===== src/rtl/core/itf_pkg.sv =====
`default_nettype none

package itf_pkg;

  localparam int unsigned NUM_BITS_DEF      = 32;
  localparam int unsigned DIGIT_SLOTS_DEF   = 32;
  localparam int unsigned DIV_BITS_PER_STEP = 8;

  localparam logic [6:0] WIDTH_MAX = 7'd64;
  localparam logic [5:0] PREC_MAX  = 6'd62;
  localparam logic [6:0] MAX_CHARS = 7'd64;
  localparam logic [4:0] RADIX_MIN = 5'd2;
  localparam logic [4:0] RADIX_MAX = 5'd16;
  localparam logic [4:0] RADIX_BIN = 5'd2;
  localparam logic [4:0] RADIX_OCT = 5'd8;
  localparam logic [4:0] RADIX_HEX = 5'd16;

  localparam logic [7:0] CHAR_SPACE = 8'h20;
  localparam logic [7:0] CHAR_ZERO  = 8'h30;
  localparam logic [7:0] CHAR_MINUS = 8'h2d;
  localparam logic [7:0] CHAR_PLUS  = 8'h2b;
  localparam logic [7:0] CHAR_X     = 8'h58;
  localparam logic [7:0] CHAR_B     = 8'h62;
  localparam logic [7:0] CASE_BIT   = 8'h20;

  localparam int unsigned FLAG_ZPAD   = 0;
  localparam int unsigned FLAG_SIGNED = 1;
  localparam int unsigned FLAG_PLUS   = 2;
  localparam int unsigned FLAG_SPACE  = 3;
  localparam int unsigned FLAG_ALT    = 4;
  localparam int unsigned FLAG_LOWER  = 5;
  localparam int unsigned FLAG_LEFT   = 6;

  typedef struct packed {
    logic [31:0] number;
    logic [4:0]  radix;
    logic [6:0]  width;
    logic [5:0]  min_digits;
    logic [6:0]  format_flags;
  } fmt_in_t;

  typedef struct packed {
    logic [7:0] character;
    logic       last;
  } fmt_out_t;

  typedef enum logic [2:0] {
    PH_LEAD,
    PH_SIGN,
    PH_PRE0,
    PH_PRE1,
    PH_ZPAD,
    PH_PREC,
    PH_DIGIT,
    PH_TRAIL
  } phase_e;

  typedef struct packed {
    logic   load;
    logic   div_step;
    logic   setup;
    logic   emit;
    phase_e phase;
  } ctrl_cmd_t;

  typedef struct packed {
    logic item_ok;
    logic div_done;
    logic seg_empty;
    logic seg_end;
    logic last;
  } ctrl_sts_t;

  function automatic logic [7:0] digit_char(input logic [3:0] d);
    logic [7:0] c;
    case (d)
      4'd0:    c = 8'h30;
      4'd1:    c = 8'h31;
      4'd2:    c = 8'h32;
      4'd3:    c = 8'h33;
      4'd4:    c = 8'h34;
      4'd5:    c = 8'h35;
      4'd6:    c = 8'h36;
      4'd7:    c = 8'h37;
      4'd8:    c = 8'h38;
      4'd9:    c = 8'h39;
      4'd10:   c = 8'h41;
      4'd11:   c = 8'h42;
      4'd12:   c = 8'h43;
      4'd13:   c = 8'h44;
      4'd14:   c = 8'h45;
      default: c = 8'h46;
    endcase
    return c;
  endfunction

endpackage

`default_nettype wire


===== src/rtl/core/itf_ctrl.sv =====
`default_nettype none

module itf_ctrl (
  input  wire logic               clk_i,
  input  wire logic               rst_ni,
  input  wire logic               start_i,
  input  wire itf_pkg::ctrl_sts_t sts_i,
  output itf_pkg::ctrl_cmd_t      cmd_o,
  output logic                    busy_o,
  output logic                    valid_o
);
  import itf_pkg::*;

  typedef enum logic [1:0] {
    ST_IDLE,
    ST_DIV,
    ST_SETUP,
    ST_EMIT
  } state_e;

  state_e state_q, state_d;
  phase_e phase_q, phase_d;
  logic   valid_q, valid_d;

  function automatic phase_e next_phase(input phase_e p);
    phase_e n;
    case (p)
      PH_LEAD:  n = PH_SIGN;
      PH_SIGN:  n = PH_PRE0;
      PH_PRE0:  n = PH_PRE1;
      PH_PRE1:  n = PH_ZPAD;
      PH_ZPAD:  n = PH_PREC;
      PH_PREC:  n = PH_DIGIT;
      PH_DIGIT: n = PH_TRAIL;
      default:  n = PH_TRAIL;
    endcase
    return n;
  endfunction

  always_comb begin
    state_d        = state_q;
    phase_d        = phase_q;
    valid_d        = 1'b0;
    cmd_o          = '0;
    cmd_o.phase    = phase_q;
    case (state_q)
      ST_IDLE: begin
        if (start_i && sts_i.item_ok) begin
          cmd_o.load = 1'b1;
          state_d    = ST_DIV;
        end
      end
      ST_DIV: begin
        cmd_o.div_step = 1'b1;
        if (sts_i.div_done) begin
          state_d = ST_SETUP;
        end
      end
      ST_SETUP: begin
        cmd_o.setup = 1'b1;
        phase_d     = PH_LEAD;
        state_d     = ST_EMIT;
      end
      ST_EMIT: begin
        if (sts_i.seg_empty) begin
          phase_d = next_phase(phase_q);
        end else begin
          cmd_o.emit = 1'b1;
          valid_d    = 1'b1;
          if (sts_i.last) begin
            state_d = ST_IDLE;
          end else if (sts_i.seg_end) begin
            phase_d = next_phase(phase_q);
          end
        end
      end
      default: begin
        state_d = ST_IDLE;
      end
    endcase
  end

  always_ff @(posedge clk_i or negedge rst_ni) begin
    if (!rst_ni) begin
      state_q <= ST_IDLE;
      phase_q <= PH_LEAD;
      valid_q <= 1'b0;
    end else begin
      state_q <= state_d;
      phase_q <= phase_d;
      valid_q <= valid_d;
    end
  end

  assign busy_o  = (state_q != ST_IDLE);
  assign valid_o = valid_q;

endmodule

`default_nettype wire


===== src/rtl/core/itf_datapath.sv =====
`default_nettype none

module itf_datapath #(
  parameter int unsigned NUM_BITS    = itf_pkg::NUM_BITS_DEF,
  parameter int unsigned DIGIT_SLOTS = itf_pkg::DIGIT_SLOTS_DEF
) (
  input  wire logic                clk_i,
  input  wire logic                rst_ni,
  input  wire itf_pkg::fmt_in_t    item_i,
  input  wire itf_pkg::ctrl_cmd_t  cmd_i,
  output itf_pkg::ctrl_sts_t       sts_o,
  output itf_pkg::fmt_out_t        result_o
);
  import itf_pkg::*;

  localparam int unsigned BPS   = DIV_BITS_PER_STEP;
  localparam int unsigned STEPS = (NUM_BITS + BPS - 1) / BPS;
  localparam int unsigned QW    = STEPS * BPS;
  localparam int unsigned SW    = (STEPS > 1) ? $clog2(STEPS) : 1;
  localparam int unsigned AW    = $clog2(DIGIT_SLOTS);
  localparam int unsigned CW    = $clog2(DIGIT_SLOTS + 1);
  localparam logic [SW-1:0] STEP_LAST = SW'(STEPS - 1);
  localparam logic [CW-1:0] SLOTS_C   = CW'(DIGIT_SLOTS);

  logic [QW-1:0]   work_q, work_d;
  logic [3:0]      rem_q, rem_d;
  logic [SW-1:0]   step_q, step_d;
  logic [CW-1:0]   dcnt_q, dcnt_d;
  logic [6:0]      idx_q, idx_d;
  logic [6:0]      ocnt_q, ocnt_d;
  logic [6:0]      pad_q, total_q;
  logic [6:0]      width_q;
  logic [5:0]      prec_q;
  logic [4:0]      radix_q;
  logic [7:0]      sign_char_q;
  logic            has_sign_q;
  logic [1:0]      plen_q;
  logic            lower_q, left_q, zpad_q;
  logic [3:0]      store_q [DIGIT_SLOTS];
  fmt_out_t        res_q;

  // load-time decode
  logic [NUM_BITS-1:0] nb, mag;
  logic                neg;
  logic [7:0]          sign_char;
  logic                has_sign;
  logic [1:0]          plen;
  logic [6:0]          flags;

  always_comb begin
    flags = item_i.format_flags;
    nb    = item_i.number[NUM_BITS-1:0];
    neg   = flags[FLAG_SIGNED] & nb[NUM_BITS-1];
    mag   = neg ? (~nb + 1'b1) : nb;
    has_sign  = 1'b0;
    sign_char = CHAR_SPACE;
    if (flags[FLAG_SIGNED]) begin
      if (neg) begin
        has_sign  = 1'b1;
        sign_char = CHAR_MINUS;
      end else if (flags[FLAG_PLUS]) begin
        has_sign  = 1'b1;
        sign_char = CHAR_PLUS;
      end else if (flags[FLAG_SPACE]) begin
        has_sign  = 1'b1;
        sign_char = CHAR_SPACE;
      end
    end
    plen = 2'd0;
    if (flags[FLAG_ALT]) begin
      if (item_i.radix == RADIX_HEX || item_i.radix == RADIX_BIN) begin
        plen = 2'd2;
      end else if (item_i.radix == RADIX_OCT) begin
        plen = 2'd1;
      end
    end
  end

  // BPS bits of long division per cycle
  logic [BPS-1:0] qbits;
  logic [3:0]     rchain;
  logic [4:0]     trial;
  logic [QW-1:0]  work_n;
  logic           step_last;

  always_comb begin
    rchain = rem_q;
    qbits  = '0;
    trial  = '0;
    for (int i = 0; i < BPS; i++) begin
      trial = {rchain, work_q[QW-1-i]};
      if (trial >= radix_q) begin
        qbits[BPS-1-i] = 1'b1;
        rchain         = 4'(trial - radix_q);
      end else begin
        rchain = trial[3:0];
      end
    end
    work_n    = (work_q << BPS) | QW'(qbits);
    step_last = (step_q == STEP_LAST);
  end

  // segment lengths and characters
  logic [6:0] dcnt7, prec7, body7, used7, tot7;
  logic [6:0] seg_len;
  logic [7:0] seg_char;
  logic [AW-1:0] rd_idx;

  always_comb begin
    dcnt7  = 7'(dcnt_q);
    prec7  = {1'b0, prec_q};
    body7  = (dcnt7 > prec7) ? dcnt7 : prec7;
    used7  = 7'(has_sign_q) + 7'(plen_q) + body7;
    tot7   = (width_q > used7) ? width_q : used7;
    rd_idx = AW'(dcnt7 - 7'd1 - idx_q);
    case (cmd_i.phase)
      PH_LEAD: begin
        seg_len  = (!zpad_q && !left_q) ? pad_q : 7'd0;
        seg_char = CHAR_SPACE;
      end
      PH_SIGN: begin
        seg_len  = 7'(has_sign_q);
        seg_char = sign_char_q;
      end
      PH_PRE0: begin
        seg_len  = 7'(plen_q != 2'd0);
        seg_char = CHAR_ZERO;
      end
      PH_PRE1: begin
        seg_len  = 7'(plen_q == 2'd2);
        seg_char = (radix_q == RADIX_HEX) ? (CHAR_X | (lower_q ? CASE_BIT : 8'h00)) : CHAR_B;
      end
      PH_ZPAD: begin
        seg_len  = zpad_q ? pad_q : 7'd0;
        seg_char = CHAR_ZERO;
      end
      PH_PREC: begin
        seg_len  = (prec7 > dcnt7) ? (prec7 - dcnt7) : 7'd0;
        seg_char = CHAR_ZERO;
      end
      PH_DIGIT: begin
        seg_len  = dcnt7;
        seg_char = digit_char(store_q[rd_idx]) | (lower_q ? CASE_BIT : 8'h00);
      end
      default: begin
        seg_len  = left_q ? pad_q : 7'd0;
        seg_char = CHAR_SPACE;
      end
    endcase
  end

  assign sts_o.item_ok   = (item_i.radix >= RADIX_MIN) && (item_i.radix <= RADIX_MAX);
  assign sts_o.div_done  = step_last && ((work_n == '0) || (dcnt_q + 1'b1 == SLOTS_C));
  assign sts_o.seg_empty = (seg_len == 7'd0);
  assign sts_o.seg_end   = (idx_q + 7'd1 == seg_len);
  assign sts_o.last      = (ocnt_q + 7'd1 == total_q);

  always_comb begin
    work_d = work_q;
    rem_d  = rem_q;
    step_d = step_q;
    dcnt_d = dcnt_q;
    idx_d  = idx_q;
    ocnt_d = ocnt_q;
    if (cmd_i.load) begin
      work_d = QW'(mag);
      rem_d  = '0;
      step_d = '0;
      dcnt_d = '0;
      idx_d  = '0;
      ocnt_d = '0;
    end else if (cmd_i.div_step) begin
      work_d = work_n;
      if (step_last) begin
        rem_d  = '0;
        step_d = '0;
        dcnt_d = dcnt_q + 1'b1;
      end else begin
        rem_d  = rchain;
        step_d = step_q + 1'b1;
      end
    end else if (cmd_i.emit) begin
      ocnt_d = ocnt_q + 7'd1;
      idx_d  = sts_o.seg_end ? 7'd0 : (idx_q + 7'd1);
    end
  end

  always_ff @(posedge clk_i or negedge rst_ni) begin
    if (!rst_ni) begin
      rem_q  <= '0;
      step_q <= '0;
      dcnt_q <= '0;
      idx_q  <= '0;
      ocnt_q <= '0;
    end else begin
      rem_q  <= rem_d;
      step_q <= step_d;
      dcnt_q <= dcnt_d;
      idx_q  <= idx_d;
      ocnt_q <= ocnt_d;
    end
  end

  always_ff @(posedge clk_i) begin
    work_q <= work_d;
    if (cmd_i.load) begin
      radix_q     <= item_i.radix;
      width_q     <= (item_i.width > WIDTH_MAX) ? WIDTH_MAX : item_i.width;
      prec_q      <= (item_i.min_digits > PREC_MAX) ? PREC_MAX : item_i.min_digits;
      sign_char_q <= sign_char;
      has_sign_q  <= has_sign;
      plen_q      <= plen;
      lower_q     <= flags[FLAG_LOWER];
      left_q      <= flags[FLAG_LEFT];
      zpad_q      <= flags[FLAG_ZPAD] & ~flags[FLAG_LEFT];
    end
    if (cmd_i.div_step && step_last) begin
      store_q[dcnt_q[AW-1:0]] <= rchain;
    end
    if (cmd_i.setup) begin
      pad_q   <= (width_q > used7) ? (width_q - used7) : 7'd0;
      total_q <= (tot7 > MAX_CHARS) ? MAX_CHARS : tot7;
    end
    if (cmd_i.emit) begin
      res_q.character <= seg_char;
      res_q.last      <= sts_o.last;
    end
  end

  assign result_o = res_q;

endmodule

`default_nettype wire


===== src/rtl/core/integer_to_text_formatter_top.sv =====
// Integer to text formatter: printf-style conversion of one integer.
// Input: item_i carries number, radix (2..16), width, min_digits and
// format_flags. An item is taken at a rising edge with start_i high and
// busy_o low; busy_o stays high until the item's last character is out.
// An item with a radix outside 2..16 is dropped and produces no output.
// Output: one ASCII character per cycle on result_o, save where an empty
// text segment is passed, each marked by result_valid_o for exactly one
// cycle; result_o.last flags the final one. The receiver cannot stall;
// every strobed character must be taken.
// Flow per item: a load step, then the digit loop runs a shared
// long-division unit that retires 8 quotient bits a cycle, repeated for
// every digit (1 to DIGIT_SLOTS). Then a setup step, then the emit phase
// walks the text segments in order: at most 64 characters and at most 6
// empty segments, which give no strobe. Example: 32-bit decimal
// 4294967295 runs the division loop for ten digits. After setup, the
// empty segments ahead of the first character are passed before it is emitted.
// Reset: asynchronous, active low; the block returns idle with no strobe.
`default_nettype none

module integer_to_text_formatter_top #(
  parameter int unsigned NUM_BITS    = itf_pkg::NUM_BITS_DEF,
  parameter int unsigned DIGIT_SLOTS = itf_pkg::DIGIT_SLOTS_DEF
) (
  input  wire logic              clk_i,
  input  wire logic              rst_ni,
  input  wire logic              start_i,
  input  wire itf_pkg::fmt_in_t  item_i,
  output logic                   busy_o,
  output logic                   result_valid_o,
  output itf_pkg::fmt_out_t      result_o
);
  import itf_pkg::*;

  ctrl_cmd_t cmd;
  ctrl_sts_t sts;

  itf_ctrl u_ctrl (
    .clk_i   (clk_i),
    .rst_ni  (rst_ni),
    .start_i (start_i),
    .sts_i   (sts),
    .cmd_o   (cmd),
    .busy_o  (busy_o),
    .valid_o (result_valid_o)
  );

  itf_datapath #(
    .NUM_BITS    (NUM_BITS),
    .DIGIT_SLOTS (DIGIT_SLOTS)
  ) u_datapath (
    .clk_i    (clk_i),
    .rst_ni   (rst_ni),
    .item_i   (item_i),
    .cmd_i    (cmd),
    .sts_o    (sts),
    .result_o (result_o)
  );

endmodule

`default_nettype wire


===== config.mk =====
export PLATFORM = sky130hd
export DESIGN_NAME = integer_to_text_formatter_top
export DESIGN_NICKNAME = d
export VERILOG_FILES = /design/src/rtl/core/itf_pkg.sv /design/src/rtl/core/itf_ctrl.sv /design/src/rtl/core/itf_datapath.sv /design/src/rtl/core/integer_to_text_formatter_top.sv
export SDC_FILE = /design/constraint.sdc
export NUM_CORES = 1
export LEC_CHECK = 0
export BUFFER_PORTS_ARGS = -buffer_cell sky130_fd_sc_hd__buf_2
export CELL_PAD_IN_SITES_DETAIL_PLACEMENT = 1
export CELL_PAD_IN_SITES_GLOBAL_PLACEMENT = 2
export CORE_UTILIZATION = 38
export DETAILED_ROUTE_END_ITERATION = 12
export GPL_ROUTABILITY_DRIVEN = 0
export GPL_TIMING_DRIVEN = 0
export HOLD_SLACK_MARGIN = 0.05
export PLACE_DENSITY = 0.81
export SYNTH_ARGS = -nofsm -noshare
export SYNTH_HDL_FRONTEND = slang
export SYNTH_SLANG_ARGS = --single-unit
export TNS_END_PERCENT = 1

===== constraint.sdc =====
create_clock -name clk_i -period 14.5 [get_ports clk_i]
set_clock_uncertainty 0.2 [all_clocks]
set_input_delay 0.725 -clock clk_i [delete_from_list [all_inputs] [get_ports clk_i]]
set_output_delay 0.725 -clock clk_i [all_outputs]
set_load 0.02 [all_outputs]

==> flow_summary_export.csv, run 1 <==
group,metric,value,unit
outcome,status,"completed",
die,initial_utilization,0.386,
sta,final.period_utilization,0.930,
die,die-height,195,um
finish,areaGrowthSynthToFinish,15.8,%
die,die_footprint,38000,um^2
placed_design,placement.io_buffers,69,
placed_design,detailed_place_hpwl,29300,um
sta,setup-violations-final,0,
finish,antenna-diode-count,0,
route,dr.first_iter.drc_count,671,
logic_synthesis,number_of_synthesized_register_bits,241,
die,rows,70,
route,wire_per_inst,21.7,um
logic_synthesis,synth_edf_count,209,
flow_run,maxCapViolations,0,
logic_synthesis,ys_dominant_reg_cell,"sky130_fd_sc_hd__edfxtp_1",
finish,nNetsFinal,1483,
placed_design,placed_cells_incl_taps,1761,
finish,multi_input_area,6780,um^2
finish,drive_gt1_frac,0.179,
route,drt-vias-per-instance,5.52,
clocking,clk_root_buffer_cell,"sky130_fd_sc_hd__clkbuf_16",
finish,filler_cell_count,3929,
logic_synthesis,per_instance_average_area_after_synthesis,11.6,um^2
setup_path,ff2ff_path_depth,56,
grt,gr-total-overflow,0,
setup_path,timing.critical_path.from_type,"flop",
route,vias,10100,
route,drt_drc_violations_left,0,
setup_path,regToRegStartpoint,"u_datapath.radix_q[1]$_DFFE_PP_",
setup_path,timing.critical_path.mode_cell,"sky130_fd_sc_hd__ha_1",
route,routed_wl,39500,um
clocking,cts_sinks,241,
logic_synthesis,synthesis.area,14100,um^2
setup_path,required,14.74,ns
clocking,clkLatencyLatePin,0.56,ns
sta,unrepaired_setup_endpoints_after_global_routing,"false",
setup_path,regToRegSetupSlack,1.02,ns
setup_path,worst_ep_arrival_time,13.72,ns
route,drt_pass1_iterations,7,
sta,final_hold_viol_count,0,
logic_synthesis,netlist_instances,1221,
sta,fmax,74.2,MHz
logic_synthesis,async_flop_share,0.133,
logic_synthesis,synth.yosys.seq_area_share,0.500,
finish,layout.area.seq,7080,um^2
die,top_level_ports,71,
grt,grt_max_degree,33,
sta,fin_crit,13.48,ns
grt,global_route_wire_length_before_repair,61200,um
sta,max-slew-margin-rel,0.318,
grt,groute.usage.overall,0.209,
grt,via_count_of_the_first_global_routing_pass,10500,
clocking,number_of_clock_buffers_inserted_by_tritoncts,28,
logic_synthesis,yosysWarnings,0,
grt,antenna_found_initial,0,
die,placeableCoreArea,36600,um^2
worst_hold_path,hold_path_class,"in2async",
sta,worst_slew_pin_slew,1.02,ns
setup_path,cp-end-kind,"flop",
setup_path,crit_slowest_cell,"sky130_fd_sc_hd__edfxtp_1",
logic_synthesis,ys_types,91,
die,die_w,195,um
setup_path,critical-path-max-stage-delay,0.44,ns
clocking,tritoncts_clock_tree,"yes",
clocking,worst_setup_hold_path_clk_slew,0.07,ns
setup_path,critPathKind,"reg2reg",
clocking,clockBufferDepth,3,
setup_path,r2r-end,"u_ctrl.state_q[1]$_DFFE_PN0P_",
logic_synthesis,synth.net_count,1371,
clocking,cts-htree-levels,1,
clocking,cts_hold_buf,0,
route,post_route_ant_nets,0,
sta,report.final.slew_viol_count,0,
finish,finalNonFillerCells,1823,
setup_path,cp_max_fo,9,
[cells in the mapped netlist, drive strengths merged, types with 23 or more instances]
cell type	count	area, um^2
mux4	40	901
xnor2	46	410
edfxtp	209	6280
dfrtp	32	801
clkbuf	30	113
nor2	128	483
nand2	97	364
o21ai	68	370
xor2	33	289
inv	75	282
nor3	23	130
nand3	29	145
ha	78	976
a21oi	66	330
[worst max path at each step]
stage	start	endpoint	slack (ns)	cells past startpoint
detailed placement	u_datapath.radix_q[1]$_DFFE_PP_	u_datapath.store_q[6][2]$_DFFE_PP_	-1.87	56
global placement	u_datapath.radix_q[1]$_DFFE_PP_	u_datapath.store_q[16][1]$_DFFE_PP_	-3.36	58
global route	u_datapath.radix_q[1]$_DFFE_PP_	u_ctrl.state_q[1]$_DFFE_PN0P_	0.05	56
finish	u_datapath.radix_q[1]$_DFFE_PP_	u_ctrl.state_q[1]$_DFFE_PN0P_	1.02	56
floorplan	u_datapath.radix_q[1]$_DFFE_PP_	u_datapath.store_q[0][1]$_DFFE_PP_	0.81	55
CTS	u_datapath.radix_q[1]$_DFFE_PP_	u_ctrl.state_q[1]$_DFFE_PN0P_	0.08	58
[kinds of logic (layout without fill, tap and decap cells)]
logic type / after synthesis / in the layout / share of synthesized area
xor+xnor: 79 / 79 / 0.0494
simple gates: 367 / 367 / 0.123
buf+inv: 119 / 252 / 0.0333
flops: 241 / 241 / 0.500
fa+ha+maj: 90 / 90 / 0.0860
other cells: 1 / 1 / 0.000265
mux: 69 / 69 / 0.0861
compound gates: 255 / 256 / 0.121
[layer usage]
layer	part of all wire	track usage
met3	0.041	0.0252
met1	0.45	0.287
met5	0	0
met2	0.49	0.354
met4	0.017	0.0458
[cells in the final DEF (no fill, tap or decap), types with 38 or more instances in the layout]
| cell | count |
|---|---|
| sky130_fd_sc_hd__mux4_2 | 40 |
| sky130_fd_sc_hd__inv_1 | 71 |
| sky130_fd_sc_hd__clkbuf_1 | 38 |
| sky130_fd_sc_hd__nor2_1 | 127 |
| sky130_fd_sc_hd__xnor2_1 | 45 |
| sky130_fd_sc_hd__o21ai_0 | 41 |
| sky130_fd_sc_hd__nand2_1 | 97 |
| sky130_fd_sc_hd__edfxtp_1 | 209 |
| sky130_fd_sc_hd__a21oi_1 | 63 |
| sky130_fd_sc_hd__buf_2 | 74 |
| sky130_fd_sc_hd__ha_1 | 78 |
[area by class of cell]
cell class,instances,area share
Tap cell,468,0.0357
Clock inverter,13,0.0130
Sequential cell,241,0.432
Timing Repair Buffer,81,0.0298
Clock buffer,39,0.0465
Multi-Input combinational cell,862,0.414
Inverter,77,0.0179
Buffer,42,0.0112
[stage by stage]
stage	setup slack (ns)	area [um^2]	TNS, ns	utilization	hold slack [ns]
after global routing	0.0548	16400	0	0.447	0.0933
final	1.02	16400	0	0.447	0.0394
after CTS	0.0766	16200	0	0.443	0.0723
after global placement	-3.36	15100	-321.56	0.412	0.284
after detailed placement	-1.87	15200	-228.23	0.414	0.295
after floorplan	0.811	14100	0	-	0.229
[registers in the layout, summed over array words and instances, names as in the netlist, 6 cells and up]
name,cells
u_datapath.width_q,7
u_datapath.ocnt_q,7
u_datapath.total_q,7
u_datapath.store_q,128
u_datapath.prec_q,6
u_datapath.pad_q,7
u_datapath.work_q,32
u_datapath.idx_q,7
u_datapath.result_o,8
u_datapath.dcnt_q,6
[critical path, delay by kind of cell, from the launching register on]
family,cells,cell delay [ns]
AOI/OAI and AO/OA,28,6.59
and+or+nand+nor,11,1.94
buffers and inverters,6,0.66
adders and majority gates,8,2.37
muxes,3,1.12
DFF,1,0.44
[timing repair]
action,CTS,global route
gates resized for setup,15,14
buffers inserted,1,8
endpoints found under the setup margin,135,135
cloned,1,0
pin swaps,0,1
Power of run 1 is left out: the tool's default activity adds up to more than one toggle a clock period on the data nets, which glitch-free logic cannot reach.
==> run 2: changes to the inputs <==
PLACE_DENSITY = 0.79   (was 0.81)
==> run 2 against run 1 <==
  * Die area unchanged
  * Setup slack better by 0.13 ns
  * Non-clock buffer count down 2
  * Global-route usage up 0.34 points
  * Via count up 0.44%
  * First-iteration DRC count down 27%
  * Routed wire length up 1.3%
  * Critical path depth down 3
  * Sequential share of layout area about the same
  * Worst hold slack better by 0.017 ns
  * Clock-buffer cell count down 13
  * Cell count down 0.33%
  * Critical path type unchanged
  * Highest routed layer unchanged
==> flow_summary_export.csv, run 2 (synthesis results as in run 1) <==
group,metric,value,unit
outcome,status,"completed",
grt,gr-total-overflow,0,
sta,accumulated_negative_setup_slack,0,ns
sta,worst_slew_pin_slew,1.05,ns
finish,antenna-diode-count,0,
finish,drive_gt1_frac,0.177,
finish,most-common-layout-cells,"sky130_fd_sc_hd__edfxtp_1, sky130_fd_sc_hd__nor2_1, sky130_fd_sc_hd__nand2_1",
sta,report.final.slew_viol_count,0,
setup_path,critPathKind,"reg2reg",
sta,final_hold_viol_count,0,
die,placeableCoreArea,36600,um^2
placed_design,placement.io_buffers,69,
setup_path,timing.critical_path.mode_cell,"sky130_fd_sc_hd__ha_1",
setup_path,cp_max_fo,9,
placed_design,placed_cells_incl_taps,1761,
die,initial_utilization,0.386,
sta,setup-violations-final,0,
setup_path,regToRegStartpoint,"u_datapath.radix_q[0]$_DFFE_PP_",
finish,finalNonFillerCells,1817,
setup_path,cp-end-kind,"flop",
finish,areaGrowthSynthToFinish,15.8,%
clocking,clk_root_buffer_cell,"sky130_fd_sc_hd__clkbuf_16",
route,wire_per_inst,22.0,um
route,dr.first_iter.drc_count,489,
finish,filler_cell_count,3941,
die,die_w,195,um
setup_path,required,14.72,ns
setup_path,worst_ep_arrival_time,13.57,ns
die,rows,70,
grt,via_count_of_the_first_global_routing_pass,10400,
sta,unrepaired_setup_endpoints_after_global_routing,"false",
setup_path,timing.critical_path.from_type,"flop",
die,die_footprint,38000,um^2
route,vias,10100,
flow_run,maxCapViolations,0,
placed_design,detailed_place_hpwl,29400,um
grt,antenna_found_initial,0,
route,post_route_ant_nets,0,
clocking,tritoncts_clock_tree,"yes",
clocking,number_of_clock_buffers_inserted_by_tritoncts,26,
clocking,clockBufferDepth,3,
finish,layout_commonest_cell,"sky130_fd_sc_hd__edfxtp_1",
finish,largest_register_ffs,128,
finish,nNetsFinal,1479,
grt,groute.usage.overall,0.212,
sta,fin_crit,13.35,ns
sta,final.period_utilization,0.921,
route,routed_wl,40000,um
clocking,clkLatencyLatePin,0.55,ns
worst_hold_path,hold_path_class,"in2async",
setup_path,crit_slowest_cell,"sky130_fd_sc_hd__edfxtp_1",
setup_path,critical-path-max-stage-delay,0.61,ns
sta,fmax,74.9,MHz
route,drt-vias-per-instance,5.56,
clocking,cts_sinks,241,
setup_path,setup.worst_path.start,"u_datapath.radix_q[0]$_DFFE_PP_",
clocking,cts-htree-levels,1,
clocking,worst_setup_hold_path_clk_slew,0.06,ns
clocking,cts_hold_buf,0,
sta,max-slew-margin-rel,0.295,
sta,hold-worst-slack,0.0562,ns
setup_path,regToRegSetupSlack,1.15,ns
die,top_level_ports,71,
grt,grt_max_degree,33,
route,drt_pass1_iterations,5,
route,drt_drc_violations_left,0,
die,die-height,195,um
grt,global_route_wire_length_before_repair,62100,um
-- run 2: cell types whose count changed in the layout (fill, tap and decap cells not counted), sizes merged --
cell      change
buf           -2
bufinv        +4
clkbuf       -13
clkinv        +7
clkinvlp      -2
-- run 2: repair_timing --
item	in CTS	in global routing
endpoints found under the setup margin	135	135
setup buffers	3	4
gates cloned	1	0
gates resized for setup	17	14
-- run 2: per-layer routing --
| layer | vias to the layer above | global-route usage | wire length [um] |
|---|---|---|---|
| met2 | 185 | 0.363 | 19400 |
| met5 | - | 0 | 0 |
| met4 | 0 | 0.0417 | 604 |
| met1 | 5118 | 0.294 | 18500 |
| met3 | 39 | 0.0189 | 1480 |
| li1 | 4764 | - | - |
-- run 2: area by class of cell --
cell class | instances | area (um^2) | share of cell area
sequential | 241 | 7080 | 0.432
clock buffer | 26 | 651 | 0.0397
timing repair buffer | 79 | 482 | 0.0294
tap | 468 | 586 | 0.0357
clock inverter | 22 | 324 | 0.0198
inverter | 77 | 293 | 0.0179
multi-input combinational | 862 | 6790 | 0.414
buffer | 42 | 184 | 0.0112
-- run 2: critical path, delay by kind of cell, from the launching register on --
family	cells	cell delay, ns
adders and majority gates	8	2.41
muxes	3	1.16
DFF	1	0.61
AOI/OAI and AO/OA	26	6.57
and+or+nand+nor	10	1.83
buffers and inverters	6	0.43
-- run 2: stage by stage --
step | area, um^2 | setup slack (ns) | util
final | 16400 | 1.15 | 0.447
after global routing | 16400 | 0.00569 | 0.447
after CTS | 16300 | 0.104 | 0.444
after detailed placement | 15100 | -2.08 | 0.414
after global placement | 15100 | -3.39 | 0.412
after floorplan | 14100 | 0.811 | -
-- run 2: path summary, 6_finish.rpt --
kind	cells after the start	end
max	53	u_ctrl.state_q[1]$_DFFE_PN0P_
max in group asynchronous	1	u_datapath.dcnt_q[1]$_DFFE_PN0P_
min reg2reg	2	u_datapath.idx_q[6]$_DFFE_PN0P_
min	1	u_ctrl.phase_q[0]$_DFFE_PN0P_
max reg2reg	53	u_ctrl.state_q[1]$_DFFE_PN0P_
min in group clk_i	1	u_datapath.left_q$_DFFE_PP_
Power of run 2 is left out for the same reason.
==> run 3: changes to the inputs <==
RECOVER_POWER = 25   (was default)
==> run 3 against run 2 <==
  * The run now ends with max-capacitance violations, max-slew violations left
  * Critical endpoint unchanged
  * Sequential cell count stayed put
  * Register-to-register slack better by 0.04 ns
  * Largest cell class unchanged
  * Die area stayed put
  * Critical path type unchanged
==> flow_summary_export.csv, run 3 (synthesis results as in run 1) <==
group,metric,value,unit
placed_design,detailed_place_hpwl,29400,um
route,dr.first_iter.drc_count,524,
setup_path,r2r-end,"u_ctrl.state_q[1]$_DFFE_PN0P_",
grt,antenna_found_initial,0,
worst_hold_path,hold-path-endpoint,"u_datapath.left_q$_DFFE_PP_",
grt,grt_max_degree,33,
route,drt_drc_violations_left,0,
finish,layout_commonest_cell,"sky130_fd_sc_hd__edfxtp_1",
clocking,tritoncts_clock_tree,"yes",
sta,fmax,75.1,MHz
route,routed_wl,40000,um
clocking,number_of_clock_buffers_inserted_by_tritoncts,26,
placed_design,dp_worst_setup_slack,-2.08,ns
route,vias,10100,
grt,groute.usage.overall,0.212,
setup_path,ff2ff_path_depth,55,
setup_path,cp_top_family,"compound AO/OA/AOI/OAI gates",
route,wire_per_inst,22.0,um
setup_path,critPathKind,"reg2reg",
sta,unrepaired_setup_endpoints_after_global_routing,"false",
setup_path,timing.critical_path.from_type,"flop",
clocking,cts_hold_buf,0,
finish,final_util,0.447,
finish,areaGrowthSynthToFinish,15.6,%
setup_path,timing.critical_path.mode_cell,"sky130_fd_sc_hd__ha_1",
setup_path,required,14.72,ns
setup_path,crit_slowest_cell,"sky130_fd_sc_hd__edfxtp_1",
die,die_w,195,um
clocking,cts-htree-levels,1,
die,top_level_ports,71,
sta,worst_slew_pin_slew,1.92,ns
sta,final_hold_viol_count,0,
route,drt_pass1_iterations,5,
sta,final.period_utilization,0.918,
die,rows,70,
finish,most-common-layout-cells,"sky130_fd_sc_hd__edfxtp_1, sky130_fd_sc_hd__nor2_1, sky130_fd_sc_hd__nand2_1",
sta,fin_crit,13.31,ns
flow_run,maxCapViolations,1,
die,placeableCoreArea,36600,um^2
grt,gr-total-overflow,0,
clocking,clockBufferDepth,3,
worst_hold_path,hold_path_class,"in2reg",
finish,total_non_filler_cell_area_in_the_finished_layout,16400,um^2
clocking,clkLatencyLatePin,0.55,ns
outcome,violations,"max-capacitance violations, max-slew violations",
route,post_route_ant_nets,0,
setup_path,critical-path-max-stage-delay,0.66,ns
sta,report.final.slew_viol_count,33,
setup_path,regToRegStartpoint,"u_datapath.radix_q[0]$_DFFE_PP_",
worst_hold_path,hold_start,"item_i[6]",
placed_design,placement.cell_area,15100,um^2
setup_path,cp_num_buf_inv,7,
worst_hold_path,min_path_cells,1,
setup_path,cp_max_fo,9,
setup_path,worst_ep_arrival_time,13.54,ns
setup_path,regToRegSetupSlack,1.19,ns
grt,global_route_wire_length_before_repair,62100,um
clocking,clk_root_buffer_cell,"sky130_fd_sc_hd__clkbuf_16",
outcome,status,"finished with violations",
sta,setup-violations-final,0,
clocking,cts_sinks,241,
sta,fin_ws,1.19,ns
finish,largest_register_ffs,128,
placed_design,placement.io_buffers,69,
die,die-height,195,um
sta,accumulated_negative_setup_slack,0,ns
finish,drive_gt1_frac,0.159,
finish,nNetsFinal,1479,
grt,via_count_of_the_first_global_routing_pass,10400,
route,drt-vias-per-instance,5.56,
setup_path,cp-end-kind,"flop",
die,initial_utilization,0.386,
clocking,worst_setup_hold_path_clk_slew,0.06,ns
die,die_footprint,38000,um^2
finish,filler_cell_count,3947,
finish,antenna-diode-count,0,
sta,max-slew-margin-rel,-0.279,
[run 3: cell types whose count changed in the layout (fill, tap and decap cells not counted)]
cell	delta
sky130_fd_sc_hd__clkbuf_1	+24
sky130_fd_sc_hd__and2_1	-2
sky130_fd_sc_hd__inv_1	+1
sky130_fd_sc_hd__inv_2	-1
sky130_fd_sc_hd__buf_2	-24
sky130_fd_sc_hd__and2_0	+2
[run 3: stage by stage]
stage | instances | hold slack (ns)
after floorplan | 1221 | 0.229
after global placement | 1758 | 0.284
after detailed placement | 1761 | 0.292
after CTS | 1813 | 0.0816
after global routing | 1817 | 0.213
final | 1817 | 0.185
[run 3: what timing repair did]
action / in CTS / in global routing
setup buffers: 3 / 4
hold endpoints to repair: 0 / 0
gates cloned: 1 / 0
gates resized for setup: 17 / 14
setup endpoints to repair: 135 / 135
pin swaps: 0 / 0
[run 3: cell type report]
class | count | area, um^2 | share of cell area
Tap cell | 468 | 586 | 0.0358
Inverter | 77 | 293 | 0.0179
Buffer | 42 | 184 | 0.0112
Sequential cell | 241 | 7080 | 0.433
Multi-Input combinational cell | 862 | 6790 | 0.415
Clock inverter | 22 | 324 | 0.0198
Timing Repair Buffer | 79 | 452 | 0.0276
Clock buffer | 26 | 651 | 0.0398
[run 3: metal layers]
layer  wire, um  global-route usage  vias to the layer above
met1      18500               0.294                     5117
met4        567              0.0417                        0
li1           -                   -                     4765
met5          0                   0                        -
met2      19500               0.363                      177
met3       1480              0.0189                       35
[run 3: worst max-delay path by stage]
stage	from	to	cells after the start
final	u_datapath.radix_q[0]$_DFFE_PP_	u_ctrl.state_q[1]$_DFFE_PN0P_	55
after global routing	u_datapath.radix_q[0]$_DFFE_PP_	u_ctrl.state_q[1]$_DFFE_PN0P_	57
after CTS	u_datapath.radix_q[1]$_DFFE_PP_	u_ctrl.state_q[1]$_DFFE_PN0P_	58
after detailed placement	u_datapath.radix_q[1]$_DFFE_PP_	u_datapath.store_q[18][2]$_DFFE_PP_	54
after global placement	u_datapath.radix_q[1]$_DFFE_PP_	u_datapath.store_q[6][1]$_DFFE_PP_	57
after floorplan	u_datapath.radix_q[1]$_DFFE_PP_	u_datapath.store_q[0][1]$_DFFE_PP_	55
Power of run 3 is left out for the same reason.
